## src/design/bpc_queue.sv

```systemverilog
// Small first-in first-out queue built from registers.
module bpc_queue #(
  parameter int WIDTH = 8,
  parameter int DEPTH = 4
) (
  input  logic             clk,
  input  logic             rst_n,
  input  logic             push,
  input  logic [WIDTH-1:0] din,
  output logic             full,
  input  logic             pop,
  output logic [WIDTH-1:0] dout,
  output logic             empty
);

  // DEPTH must be a power of two, at least two; the queue itself does not enforce this.
  localparam int AW = $clog2(DEPTH);

  logic [WIDTH-1:0] mem_r [DEPTH];
  logic [AW:0]      wr_ptr_r;
  logic [AW:0]      rd_ptr_r;

  assign empty = (wr_ptr_r == rd_ptr_r);
  assign full  = (wr_ptr_r[AW] != rd_ptr_r[AW]) &&
                 (wr_ptr_r[AW-1:0] == rd_ptr_r[AW-1:0]);
  assign dout  = mem_r[rd_ptr_r[AW-1:0]];

  always_ff @(posedge clk) begin
    if (!rst_n) begin
      wr_ptr_r <= '0;
      rd_ptr_r <= '0;
    end else begin
      if (push && !full) begin
        wr_ptr_r <= wr_ptr_r + 1'b1;
      end
      if (pop && !empty) begin
        rd_ptr_r <= rd_ptr_r + 1'b1;
      end
    end
  end

  always_ff @(posedge clk) begin
    if (push && !full) begin
      mem_r[wr_ptr_r[AW-1:0]] <= din;
    end
  end

endmodule

```

## config.mk

```make
export PLATFORM = sky130hd
export DESIGN_NAME = bpc_queue
export DESIGN_NICKNAME = d
export VERILOG_FILES = /design/src/design/bpc_queue.sv
export SDC_FILE = /design/constraint.sdc
export NUM_CORES = 1
export LEC_CHECK = 0
export BUFFER_PORTS_ARGS = -buffer_cell sky130_fd_sc_hd__clkbuf_2
export CORE_UTILIZATION = 53
export CTS_BUF_LIST = sky130_fd_sc_hd__clkbuf_4 sky130_fd_sc_hd__clkbuf_8
export DETAILED_ROUTE_END_ITERATION = 16
export PLACE_DENSITY = 0.86
export SLEW_MARGIN = 20
export SYNTH_ARGS = -nofsm -noshare
export SYNTH_HDL_FRONTEND = slang
export SYNTH_SLANG_ARGS = --single-unit
```

## constraint.sdc

```tcl
create_clock -name clk -period 1.6 [get_ports clk]
set_clock_uncertainty 0.15 [all_clocks]
set_input_delay 0.08 -clock clk [delete_from_list [all_inputs] [get_ports clk]]
set_output_delay 0.08 -clock clk [all_outputs]
set_load 0.01 [all_outputs]
```

# After elaboration in Yosys (flattened, before gate mapping)
# Memory sizes are Yosys's and may differ from the RTL's. A register that Yosys moved wholly into a read port is not among the register bits.
# Cells that the tools add are included.
[word_totals]
regBits = 6
latch_bits = 0
ramBits = 32
romBits = 0
inputBits = 12
output_inout_bits = 10
elab_cells = 17
n_memories = 1
[memory_table]
columns = ["memory", "depth", "width", "read_ports", "rd_clocked_by_memory_dff", "wr", "line_no", "text"]
rows = [
  ["mem_r", 4, 8, 1, 1, 1, "19", "logic [WIDTH-1:0] mem_r [DEPTH];"],
]
[classes]
n_addsub = 2
n_mul = 0
div = 0
magnitude_cmp = 0
n_eq_ne = 3
shift = 0
mux = 4
bitwise_logic = 0
n_reduce_logical = 5
[op_table]
columns = ["cell", "count"]
rows = [
  ["$add A3 B1 Y3 const B", 2],
  ["$mux W2", 2],
  ["$eq A3 B3 Y1", 1],
  ["$logic_and A1 B1 Y1", 3],
  ["$eq A2 B2 Y1", 1],
  ["$logic_not A1 Y1", 2],
  ["$mux W1", 2],
  ["$ne A1 B1 Y1", 1],
]

# Longest topological paths before layout
# Gate-level depths: netlist (run 1).
[logic_depth]
depth_word = 6
depth_mapped = 5
ltp_nobuf = 4

# Worst setup path before layout (run 1)
# No wires, ideal clock.
[synth_path]
path_type = "reg2reg"
from = "register wr_ptr_r[0]"
to = "memory mem_r[3][0] (enable)"
t_arrival_ps = 1357
required_ps = 1080
slack_ps = -278
stages_incl_launch_ff = 4
n_path_buf = 0
period_less_slack_ps = 1878
path_cell_list = "dfxtp_1 > xor2_1 > nor3_1 > nor2_1"
[synth_between]
elab_chain_cells = 6
[synth_lines]
columns = ["item", "line_no", "text"]
rows = [
  ["from (decl)", "20", "logic [AW:0] wr_ptr_r;"],
  ["from (signal assigned)", "34", "wr_ptr_r <= wr_ptr_r + 1'b1;"],
  ["$eq A2 B2 Y1", "25", "(wr_ptr_r[AW-1:0] == rd_ptr_r[AW-1:0]);"],
  ["$logic_and A1 B1 Y1", "24", "assign full = (wr_ptr_r[AW] != rd_ptr_r[AW]) &&"],
  ["net full", "10", "output logic full,"],
  ["$logic_not A1 Y1", "43", "if (push && !full) begin"],
  ["$logic_and A1 B1 Y1", "43", ""],
  ["$mux W1", "43", ""],
  ["$mux W1 (implied by the code)", "44", "mem_r[wr_ptr_r[AW-1:0]] <= din;"],
  ["to (decl)", "19", ""],
]
# The timed path passes the listed nets, and every way through them passes these cells.

==> metrics.yaml, run 1 <==
status:
  run_status: "finished with violations"
  violations: "negative setup slack"
timing:
  setup_ws_ns: -0.0983
  tightest_slew_ns: 0.386
  min_period_ns: 1.70
  fmax_mhz: 589
  setup_viol: 8
  report.final.hold_viol_count: 0
  fin_crit_sh_pct: 106
  max_slew_margin_pct: 74.2
  rsz0062_at_grt: "true"
  slew_viol_final: 0
worst_setup_path:
  cp_cell_sequence: "buf_12 -> mux4_2 -> clkbuf_2"
  r2r_slack_ns: 0
  cpPeakStageDelay_ns: 0.50
  critPathKind: "register to output port"
  r2r_end: "wr_ptr_r[2]"
  r2r-start: "wr_ptr_r[1]"
  r2r_cells: 5
  cp_slowest_cell: "mux4_2"
  cp.required_ns: 1.37
  path_max_fanout: 8
  cp-end-kind: "output port"
  arrival_ns: 1.47
  start_kind: "register"
global_routing:
  grt_max_degree: 12
  met1_usage_pct: 25.1
  grt_pass1_wl_um: 5310
  grt_pass1_vias: 1134
  use_met3_pct: 5.46
  grt_util_met2_pct: 38.8
  antenna_found_initial: 0
  busiest_layer: "met2"
  grtUsageTotal_pct: 21.7
  grt-ovfl-total: 0
pwr:
  p_leak_nw: 0.860
  pwr-share-comb_pct: 40.4
  p_clk_share_pct: 15.0
  vdd_drop_max_mv: 0.946
  total_power_mw: 3.31
  power_density_mw_per_mm2: 1430
  seq_power_share_pct: 44.6
  p_sw_mw: 1.11
  intPower_mw: 2.20
  switching_share_pct: 33.5
die:
  boundaryPins: 22
  initial_core_util_pct: 56.0
  rows: 20
  die_w_um: 59.0
  die_area_mm2: 0.00349
  core_mm2: 0.00308
  die_h_um: 59.0
layout:
  antenna_cells: 0
  finalNetCount: 180
  drive_gt1_share_pct: 46.3
  finalInstanceArea_mm2: 0.00232
  synthToLayoutAreaGrowth_pct: 34.4
  regArea_mm2: 0.00114
  nFillCells: 187
  multi_input_area_um2: 681
  finalNonFillerCells: 208
logic_synthesis:
  synth_cells: 110
  synth-seq-cells: 40
  ys_seq_area_share_pct: 65.0
  synth_cell_types: 28
  synth_area_leaders: "edfxtp_1, mux4_2, dfxtp_1"
  yosysTopAreaCell: "edfxtp_1"
  yosysTopAreaCellShare_pct: 55.7
  ys_warn_count: 0
  synth_most_common_cell: "edfxtp_1"
  synthesis.area_mm2: 0.00172
  synthTopCellsByCount: "edfxtp_1, dfxtp_1, mux4_2"
  avgSynthCellArea_um2: 15.7
  syn_nets: 127
  ys.flop_type: "edfxtp_1"
  async_reset_ff_share_pct: 0
  synth_edf_count: 32
worst_hold_path:
  min_to: "mem_r[0][4]"
  hold_class: "input pin to register"
  hold_depth: 2
  hp-start: "din[4]"
clocking:
  tritoncts: "done"
  cts_made_buffers: 5
  cts.path.max_buffers: 2
  clkTransAtPathRegs_ns: 0.11
  worstSkewPairLatency_ns: 0.33
  h-tree-depth: 2
  clock-sinks: 40
  cts-root-buf: "clkbuf_4"
detailed_routing:
  drt_first_pass_iters: 4
  wl_um: 3450
  drtAntennaViolNets: 0
  num_vias: 1158
  viasPerCell: 5.57
  drt_iter0_markers: 42
  wl_per_cell_um: 16.6
  drc_errors: 0
place:
  place.gp.congestion: 0.898
  placed_area_mm2: 0.00199
  dp_cells: 184
  io_buffer_count: 21
  dp_hpwl_um: 2280
flow_run:
  drv_cap: 0
## cell families (layout without fill, tap and decap cells)
| logic type | after synthesis | in the layout | synth area share [%] |
|---|---|---|---|
| XOR/XNOR | 6 | 6 | 3.05 |
| buffers and inverters | 9 | 63 | 2.68 |
| multiplexers | 8 | 8 | 10.4 |
| AO/OA/AOI/OAI | 18 | 18 | 7.33 |
| flip-flops | 40 | 40 | 65.0 |
| adder cells (fa/ha/maj) | 5 | 5 | 3.63 |
| AND/OR/NAND/NOR | 24 | 24 | 7.84 |
## sequential cells by signal (all words and copies together) (netlist names), named ones only
register / cells
wr_ptr_r: 3
mem_r: 32
rd_ptr_r: 3
## per-stage QoR
step	util [%]	hold slack (ns)	TNS, ns	worst slack, ns
floorplan	-	0.0289	0	0.00897
global placement	64.8	0.154	0	0.00662
detailed placement	64.8	0.161	-0.369	-0.0316
CTS	71.9	0.347	-0.868	-0.118
global route	75.3	0.349	-1.29	-0.157
finish	75.3	0.358	-0.703	-0.0983
## repair_timing
item,4_1_cts,5_1_grt
setup buffers,1,4
endpoints found under the setup margin,37,35
endpoints found under the hold margin,36,0
gates resized for setup,12,18
hold buffers,11,0
pin swaps,1,4
## worst max-delay path by stage
stage	startpoint	endpoint	slack, ns	cells after the start
after floorplan	wr_ptr_r[0]	mem_r[3][0]	0.009	3
after global placement	wr_ptr_r[0]	mem_r[3][7]	0.007	4
after detailed placement	wr_ptr_r[0]	mem_r[3][6]	-0.03	4
after CTS	register	dout[0]	-0.12	3
after global routing	register	dout[6]	-0.16	3
final	register	dout[4]	-0.1	3
## critical path: cells and delay by family, from the launching register on
| family | cells | cell delay (ns) |
|---|---|---|
| muxes | 1 | 0.50 |
| DFF | 1 | 0.36 |
| buffers and inverters | 2 | 0.28 |
## metal layers
metal	wire length (um)	up-vias
met2	1840	29
met4	52	0
met5	0	-
met3	114	6
li1	-	543
met1	1440	580
## power groups by stage
stage / combinational [mW] / sequential, mW / clock, mW
floorplan: 0.726 / 1.41 / 0
global placement: 1.10 / 1.45 / 0
detailed placement: 1.13 / 1.46 / 0
CTS: 1.21 / 1.47 / 0.506
global route: 1.45 / 1.49 / 0.549
finish: 1.34 / 1.48 / 0.497
## placed cells by master (no fill, tap or decap), types with 4 or more instances in the layout
cell type      instances
a211o_1                4
buf_4                 16
clkbuf_2              19
clkbuf_4               7
dfxtp_4                4
dlygate4sd3_1         11
edfxtp_1              32
ha_1                   4
inv_1                  5
mux4_2                 8
nand3b_1               4
o21ai_0                4
## cell type report
class	instances	area share, %
flip-flops and latches	40	49.2
multi-input cells	61	29.4
repair buffers	50	15.8
well taps	44	2.38
clock buffers	7	2.27
inverters	5	0.810
clock inverters	1	0.162
Power figures use the tool's default switching activity.
==> inputs of run 2 (changes only) <==
--- a/config.mk
+++ b/config.mk
@@ -5,6 +5,7 @@
 export SDC_FILE = /design/constraint.sdc
 export NUM_CORES = 1
 export LEC_CHECK = 0
+export ABC_AREA = 1
 export BUFFER_PORTS_ARGS = -buffer_cell sky130_fd_sc_hd__clkbuf_2
 export CORE_UTILIZATION = 53
 export CTS_BUF_LIST = sky130_fd_sc_hd__clkbuf_4 sky130_fd_sc_hd__clkbuf_8
==> metrics.yaml, run 2 <==
status:
  run_status: "finished, final reports clean"
worst_setup_path:
  cp.required_ns: 1.37  # about the same
  r2r_slack_ns: 0.06  # +0.06 ns
  critPathKind: "register to output port"
  path_max_fanout: 8  # unchanged
  cp-end-kind: "output port"
  start_kind: "register"
  arrival_ns: 1.35  # -0.12 ns
logic_synthesis:
  synth_area_leaders: "edfxtp_1, dfxtp_1, nor2_1"
  syn_nets: 167  # +31%
  synth_cell_types: 18  # -36%
  synth_edf_count: 32  # unchanged
  yosysTopAreaCell: "edfxtp_1"
  synth_most_common_cell: "edfxtp_1"
  synthTopCellsByCount: "edfxtp_1, nor2_1, nand2_1"
  synth_cells: 150  # +36%
  synthesis.area_mm2: 0.00168  # -2.7%
  synth-seq-cells: 40  # unchanged
  avgSynthCellArea_um2: 11.2  # -29%
  ys_seq_area_share_pct: 66.8  # +1.8 points
  ys_warn_count: 0  # unchanged
  async_reset_ff_share_pct: 0  # unchanged
  ys.flop_type: "edfxtp_1"
  yosysTopAreaCellShare_pct: 57.3  # +1.5 points
layout:
  synthToLayoutAreaGrowth_pct: 26.6
  largest_register_ffs: 32  # unchanged
  nFillCells: 211  # +13%
  finalNetCount: 210  # +17%
  finalInstanceArea_mm2: 0.00212  # -8.3%
  drive_gt1_share_pct: 35.1  # -11 points
  antenna_cells: 0  # unchanged
  final_common_cell: "edfxtp_1"
  mostFrequentLayoutCells: "edfxtp_1, nor2_1, nand2_1"
detailed_routing:
  viasPerCell: 5.27  # -5.3%
  wl_um: 3320  # -3.7%
  num_vias: 1255  # +8.4%
  drt_iter0_markers: 58  # +38%
  drc_errors: 0  # unchanged
  drtAntennaViolNets: 0  # unchanged
  drt_first_pass_iters: 4  # unchanged
  wl_per_cell_um: 14.0  # -16%
pwr:
  power_density_mw_per_mm2: 1040  # -27%
  p_leak_nw: 0.869  # +1.1%
  vdd_drop_max_mv: 0.587  # -38%
global_routing:
  grt_pass1_wl_um: 4710  # -11%
  grt_max_degree: 17  # +5
  antenna_found_initial: 0  # unchanged
  grt_pass1_vias: 1190  # +4.9%
  grtUsageTotal_pct: 19.7  # -2.0 points
  grt-ovfl-total: 0  # unchanged
clocking:
  cts.path.max_buffers: 2  # unchanged
  cts-root-buf: "clkbuf_4"
  tritoncts: "done"
  cts_made_buffers: 5  # unchanged
  worstSkewPairLatency_ns: 0.34  # about the same
  clock-sinks: 40  # unchanged
  clkTransAtPathRegs_ns: 0.12  # about the same
  h-tree-depth: 2  # unchanged
flow_run:
  drv_cap: 0  # unchanged
die:
  die_area_mm2: 0.00339  # -2.6%
  die_w_um: 58.3  # -1.3%
  boundaryPins: 22  # unchanged
  die_h_um: 58.3  # -1.3%
  rows: 20  # unchanged
  core_mm2: 0.00303  # -1.6%
  initial_core_util_pct: 55.4  # -0.60 points
timing:
  fmax_mhz: 631  # +7.2%
  report.final.hold_viol_count: 0  # unchanged
  tightest_slew_ns: 0.215  # -0.172 ns
  max_slew_margin_pct: 85.7  # +11 points
  slew_viol_final: 0  # unchanged
  rsz0062_at_grt: "true"
  setup_ws_ns: 0.0155  # +0.114 ns
  min_period_ns: 1.58  # -0.114 ns
  fin_crit_sh_pct: 99.0  # -7.1 points
  hold_ws_ns: 0.345  # -0.0134 ns
  setup_viol: 0  # -8
place:
  placed_area_mm2: 0.00186  # -6.9%
  dp_hpwl_um: 2150  # -5.7%
  io_buffer_count: 21  # unchanged
  dp_slack_ns: -0.0124  # +0.0192 ns
  place.gp.congestion: 0.823  # -8.4%
worst_hold_path:
  hold_class: "input pin to register"
-- run 2: cell count changes in the layout (fill, tap and decap cells not counted), sizes merged, moves of 4 or more --
| cell | previous run | this run |
|---|---|---|
| a211o | 4 | 0 |
| and2 | 4 | 0 |
| buf | 20 | 9 |
| inv | 5 | 15 |
| mux4 | 8 | 0 |
| nand2 | 3 | 28 |
| nand3b | 4 | 0 |
| nor2 | 2 | 31 |
| nor3 | 4 | 0 |
| o21ai | 4 | 16 |
| o22ai | 0 | 8 |
-- run 2: repair_timing --
item / 4_1_cts / 5_1_grt
setup endpoints to repair: 16 / 38
gates cloned: 0 / 1
setup buffers: 0 / 1
endpoints found under the hold margin: 40 / 0
hold buffers: 11 / 0
resized for setup: 5 / 28
pin swaps: 0 / 4
-- run 2: cells by family after synthesis --
logic type / synth area share, %
adders and majority gates: 3.73
buffers and inverters: 4.32
and+or+nand+nor: 17.1
DFF: 66.8
AOI/OAI and AO/OA: 8.05
-- run 2: worst max-delay path, stage by stage (launching register included) --
cell and delay, ns:
dfxtp_4 0.41, buf_8 0.14, o21ai_2 0.06, o22ai_1 0.23
buf_2 0.17
-- run 2: final timing paths --
| path | cells past startpoint | startpoint | to |
|---|---|---|---|
| setup / recovery | 4 | register | dout[5] |
| hold / removal | 2 | din[0] | mem_r[2][0] |
| setup reg to reg | 7 | wr_ptr_r[0] | mem_r[2][2] |
| hold reg to reg | 2 | rd_ptr_r[2] | rd_ptr_r[2] |
-- run 2: final cells by class --
type / count / area, um^2 / share of cell area (%)
inverters: 16 / 68.8 / 3.24
flip-flops and latches: 40 / 1140 / 53.5
clock inverters: 3 / 18.8 / 0.883
repair buffers: 38 / 285 / 13.4
multi-input cells: 92 / 523 / 24.6
clock buffers: 5 / 37.5 / 1.77
well taps: 44 / 55.1 / 2.59
-- run 2: power breakdown --
group / internal (mW) / switching [mW]
Combinational: 0.205 / 0.292
Clock: 0.169 / 0.310
Sequential: 1.19 / 0.0479
Total: 1.57 / 0.650
-- run 2: per-stage QoR --
stage	setup TNS (ns)	instances	total power [mW]	utilization, %
floorplan	-0.941	150	1.50	-
global placement	0	217	1.64	61.3
detailed placement	-0.0954	217	1.66	61.3
CTS	0	236	2.15	67.1
global route	-0.153	238	2.31	70.2
finish	0	238	2.22	70.2
-- run 2: layer usage --
layer	up-vias	GRT usage (%)	routed length (um)
met2	53	33.5	1760
met5	-	0	0
met1	591	21.0	1230
li1	597	-	-
met4	0	15.0	102
met3	14	5.13	226
==> inputs of run 3 (changes only) <==
--- a/config.mk
+++ b/config.mk
@@ -7,10 +7,10 @@
 export LEC_CHECK = 0
 export ABC_AREA = 1
 export BUFFER_PORTS_ARGS = -buffer_cell sky130_fd_sc_hd__clkbuf_2
-export CORE_UTILIZATION = 53
+export CORE_UTILIZATION = 48
 export CTS_BUF_LIST = sky130_fd_sc_hd__clkbuf_4 sky130_fd_sc_hd__clkbuf_8
 export DETAILED_ROUTE_END_ITERATION = 16
-export PLACE_DENSITY = 0.86
+export PLACE_DENSITY = 0.77
 export SLEW_MARGIN = 20
 export SYNTH_ARGS = -nofsm -noshare
 export SYNTH_HDL_FRONTEND = slang
==> constraint.sdc (replaced) <==
create_clock -name clk -period 1.8 [get_ports clk]
set_clock_uncertainty 0.15 [all_clocks]
set_input_delay 0.09 -clock clk [delete_from_list [all_inputs] [get_ports clk]]
set_output_delay 0.09 -clock clk [all_outputs]
set_load 0.01 [all_outputs]
==> metrics.yaml, run 3 (synthesis results as in run 2) <==
worst_setup_path:
  start_kind: "register"
  cp.required_ns: 1.56  # +0.19 ns
  path_max_fanout: 10  # +2
  r2r-start: "wr_ptr_r[1]"
  arrival_ns: 1.39  # +0.04 ns
  cp-end-kind: "output port"
  critPathKind: "register to output port"
die:
  die_h_um: 61.1  # +4.9%
  initial_core_util_pct: 50.3  # -5.1 points
  boundaryPins: 22  # unchanged
  rows: 21  # +5.0%
  core_mm2: 0.00334  # +10%
  die_w_um: 61.1  # +4.9%
  die_area_mm2: 0.00374  # +10%
detailed_routing:
  wl_um: 3100  # -6.9%
  drt_first_pass_iters: 4  # unchanged
  viasPerCell: 4.87  # -7.7%
  drtAntennaViolNets: 0  # unchanged
  drt_iter0_markers: 24  # -59%
  num_vias: 1158  # -7.7%
  wl_per_cell_um: 13.0  # -6.9%
  drc_errors: 0  # unchanged
timing:
  min_period_ns: 1.63
  rsz0062_at_grt: "false"
  fmax_mhz: 615
  hold_ws_ns: 0.369  # +0.0237 ns
  fin_setup_tns_ns: 0  # unchanged
  tightest_slew_ns: 0.318  # +0.103 ns
  slew_viol_final: 0  # unchanged
  report.final.hold_viol_count: 0  # unchanged
  max_slew_margin_pct: 78.8  # -6.9 points
  setup_viol: 0  # unchanged
  fin_crit_sh_pct: 90.3
global_routing:
  grt-ovfl-total: 0  # unchanged
  antenna_found_initial: 0  # unchanged
  grtUsageTotal_pct: 18.4  # -1.4 points
  grt_pass1_vias: 1142  # -4.0%
  grt_max_degree: 17  # unchanged
  grt_pass1_wl_um: 4670  # -0.87%
pwr:
  p_clk_share_pct: 23.2  # +1.6 points
  power_density_mw_per_mm2: 945  # -9.4%
  p_leak_nw: 0.852  # -2.0%
  intPower_mw: 1.39  # -11%
  seq_power_share_pct: 56.9  # +0.9 points
  p_sw_uw: 529  # -19%
  pwr-share-comb_pct: 19.9  # -2.5 points
  vdd_drop_max_mv: 0.522  # -11%
  switching_share_pct: 27.6  # -1.7 points
layout:
  synthToLayoutAreaGrowth_pct: 20.8
  mostFrequentLayoutCells: "edfxtp_1, nor2_1, nand2_1"
  drive_gt1_share_pct: 26.0  # -9.0 points
  final_common_cell: "edfxtp_1"
  antenna_cells: 0  # unchanged
  finalInstanceArea_mm2: 0.00203  # -4.6%
  finalNonFillerCells: 238  # unchanged
  finalNetCount: 208  # -0.95%
  largest_register_ffs: 32  # unchanged
clocking:
  tritoncts: "done"
  h-tree-depth: 2  # unchanged
  worstSkewPairLatency_ns: 0.33  # about the same
  clock-sinks: 40  # unchanged
  clkTransAtPathRegs_ns: 0.11  # about the same
  cts_made_buffers: 5  # unchanged
  cts-root-buf: "clkbuf_4"
  cts.path.max_buffers: 2  # unchanged
worst_hold_path:
  hp-start: "din[5]"
  hold_class: "input pin to register"
place:
  dp_hpwl_um: 2290  # +6.5%
  placed_area_mm2: 0.00186  # +0.13%
  io_buffer_count: 21  # unchanged
  place.gp.congestion: 0.854  # +3.8%
  dp_cells: 219  # +0.92%
status:
  run_status: "finished, final reports clean"
flow_run:
  drv_cap: 0  # unchanged
run 3: changes by cell type in the layout (fill, tap and decap cells not counted), moves of 4 or more:
| cell | delta |
|---|---|
| buf_2 | -4 |
| clkbuf_2 | +4 |
| dfxtp_1 | +7 |
| dfxtp_2 | -5 |
| inv_1 | +4 |
run 3: critical path, cell delays in order, from the launching register on:
cell      delay (ns)
dfxtp_2         0.41
buf_4           0.19
o21ai_0         0.12
o22ai_1         0.18
clkbuf_2        0.15
run 3: layout make-up:
cell class	instances	area, um^2
clock inverter	1	5.00
inverter	16	60.1
fill	288	1310
timing repair buffer	36	245
clock buffer	7	52.6
tap	46	57.6
multi-input combinational	92	484
sequential	40	1120
run 3: routing by layer:
metal	wire length [um]	global-route usage [%]	vias to the layer above	part of all wire [%]
met5	0	0	-	0
met4	80	10.1	0	2.6
met3	86	3.78	10	2.8
met2	1730	35.7	25	56
met1	1200	17.9	537	39
li1	-	-	586	-
run 3: worst paths after layout:
path / endpoint / slack [ns] / cells past startpoint
max: dout[6] / 0.17 / 4
min: mem_r[2][5] / 0.37 / 2
max reg2reg: mem_r[3][1] / 0.22 / 6
min reg2reg: rd_ptr_r[2] / 0.42 / 2
run 3: through the flow:
step                worst slack, ns  utilization, %  total power, mW
finish                        0.174            60.7             1.92
CTS                          0.0650            60.7             1.93
global route                 0.0553            60.7             2.01
floorplan                     0.161               -             1.34
detailed placement            0.228            55.7             1.48
global placement              0.294            55.7             1.46
run 3: power groups by stage:
stage          sequential, mW  combinational, mW  clock (mW)
5_1_grt                  1.10              0.427       0.486
3_3_place_gp             1.11              0.354           0
4_1_cts                  1.09              0.387       0.452
2_1_floorplan            1.10              0.235           0
6_report                 1.09              0.381       0.444
3_5_place_dp             1.11              0.367           0
run 3: timing repair:
item,in CTS,in global routing
buffers inserted,0,0
gates resized for setup,0,1
hold buffers,11,0
setup endpoints to repair,0,4
hold endpoints to repair,40,0
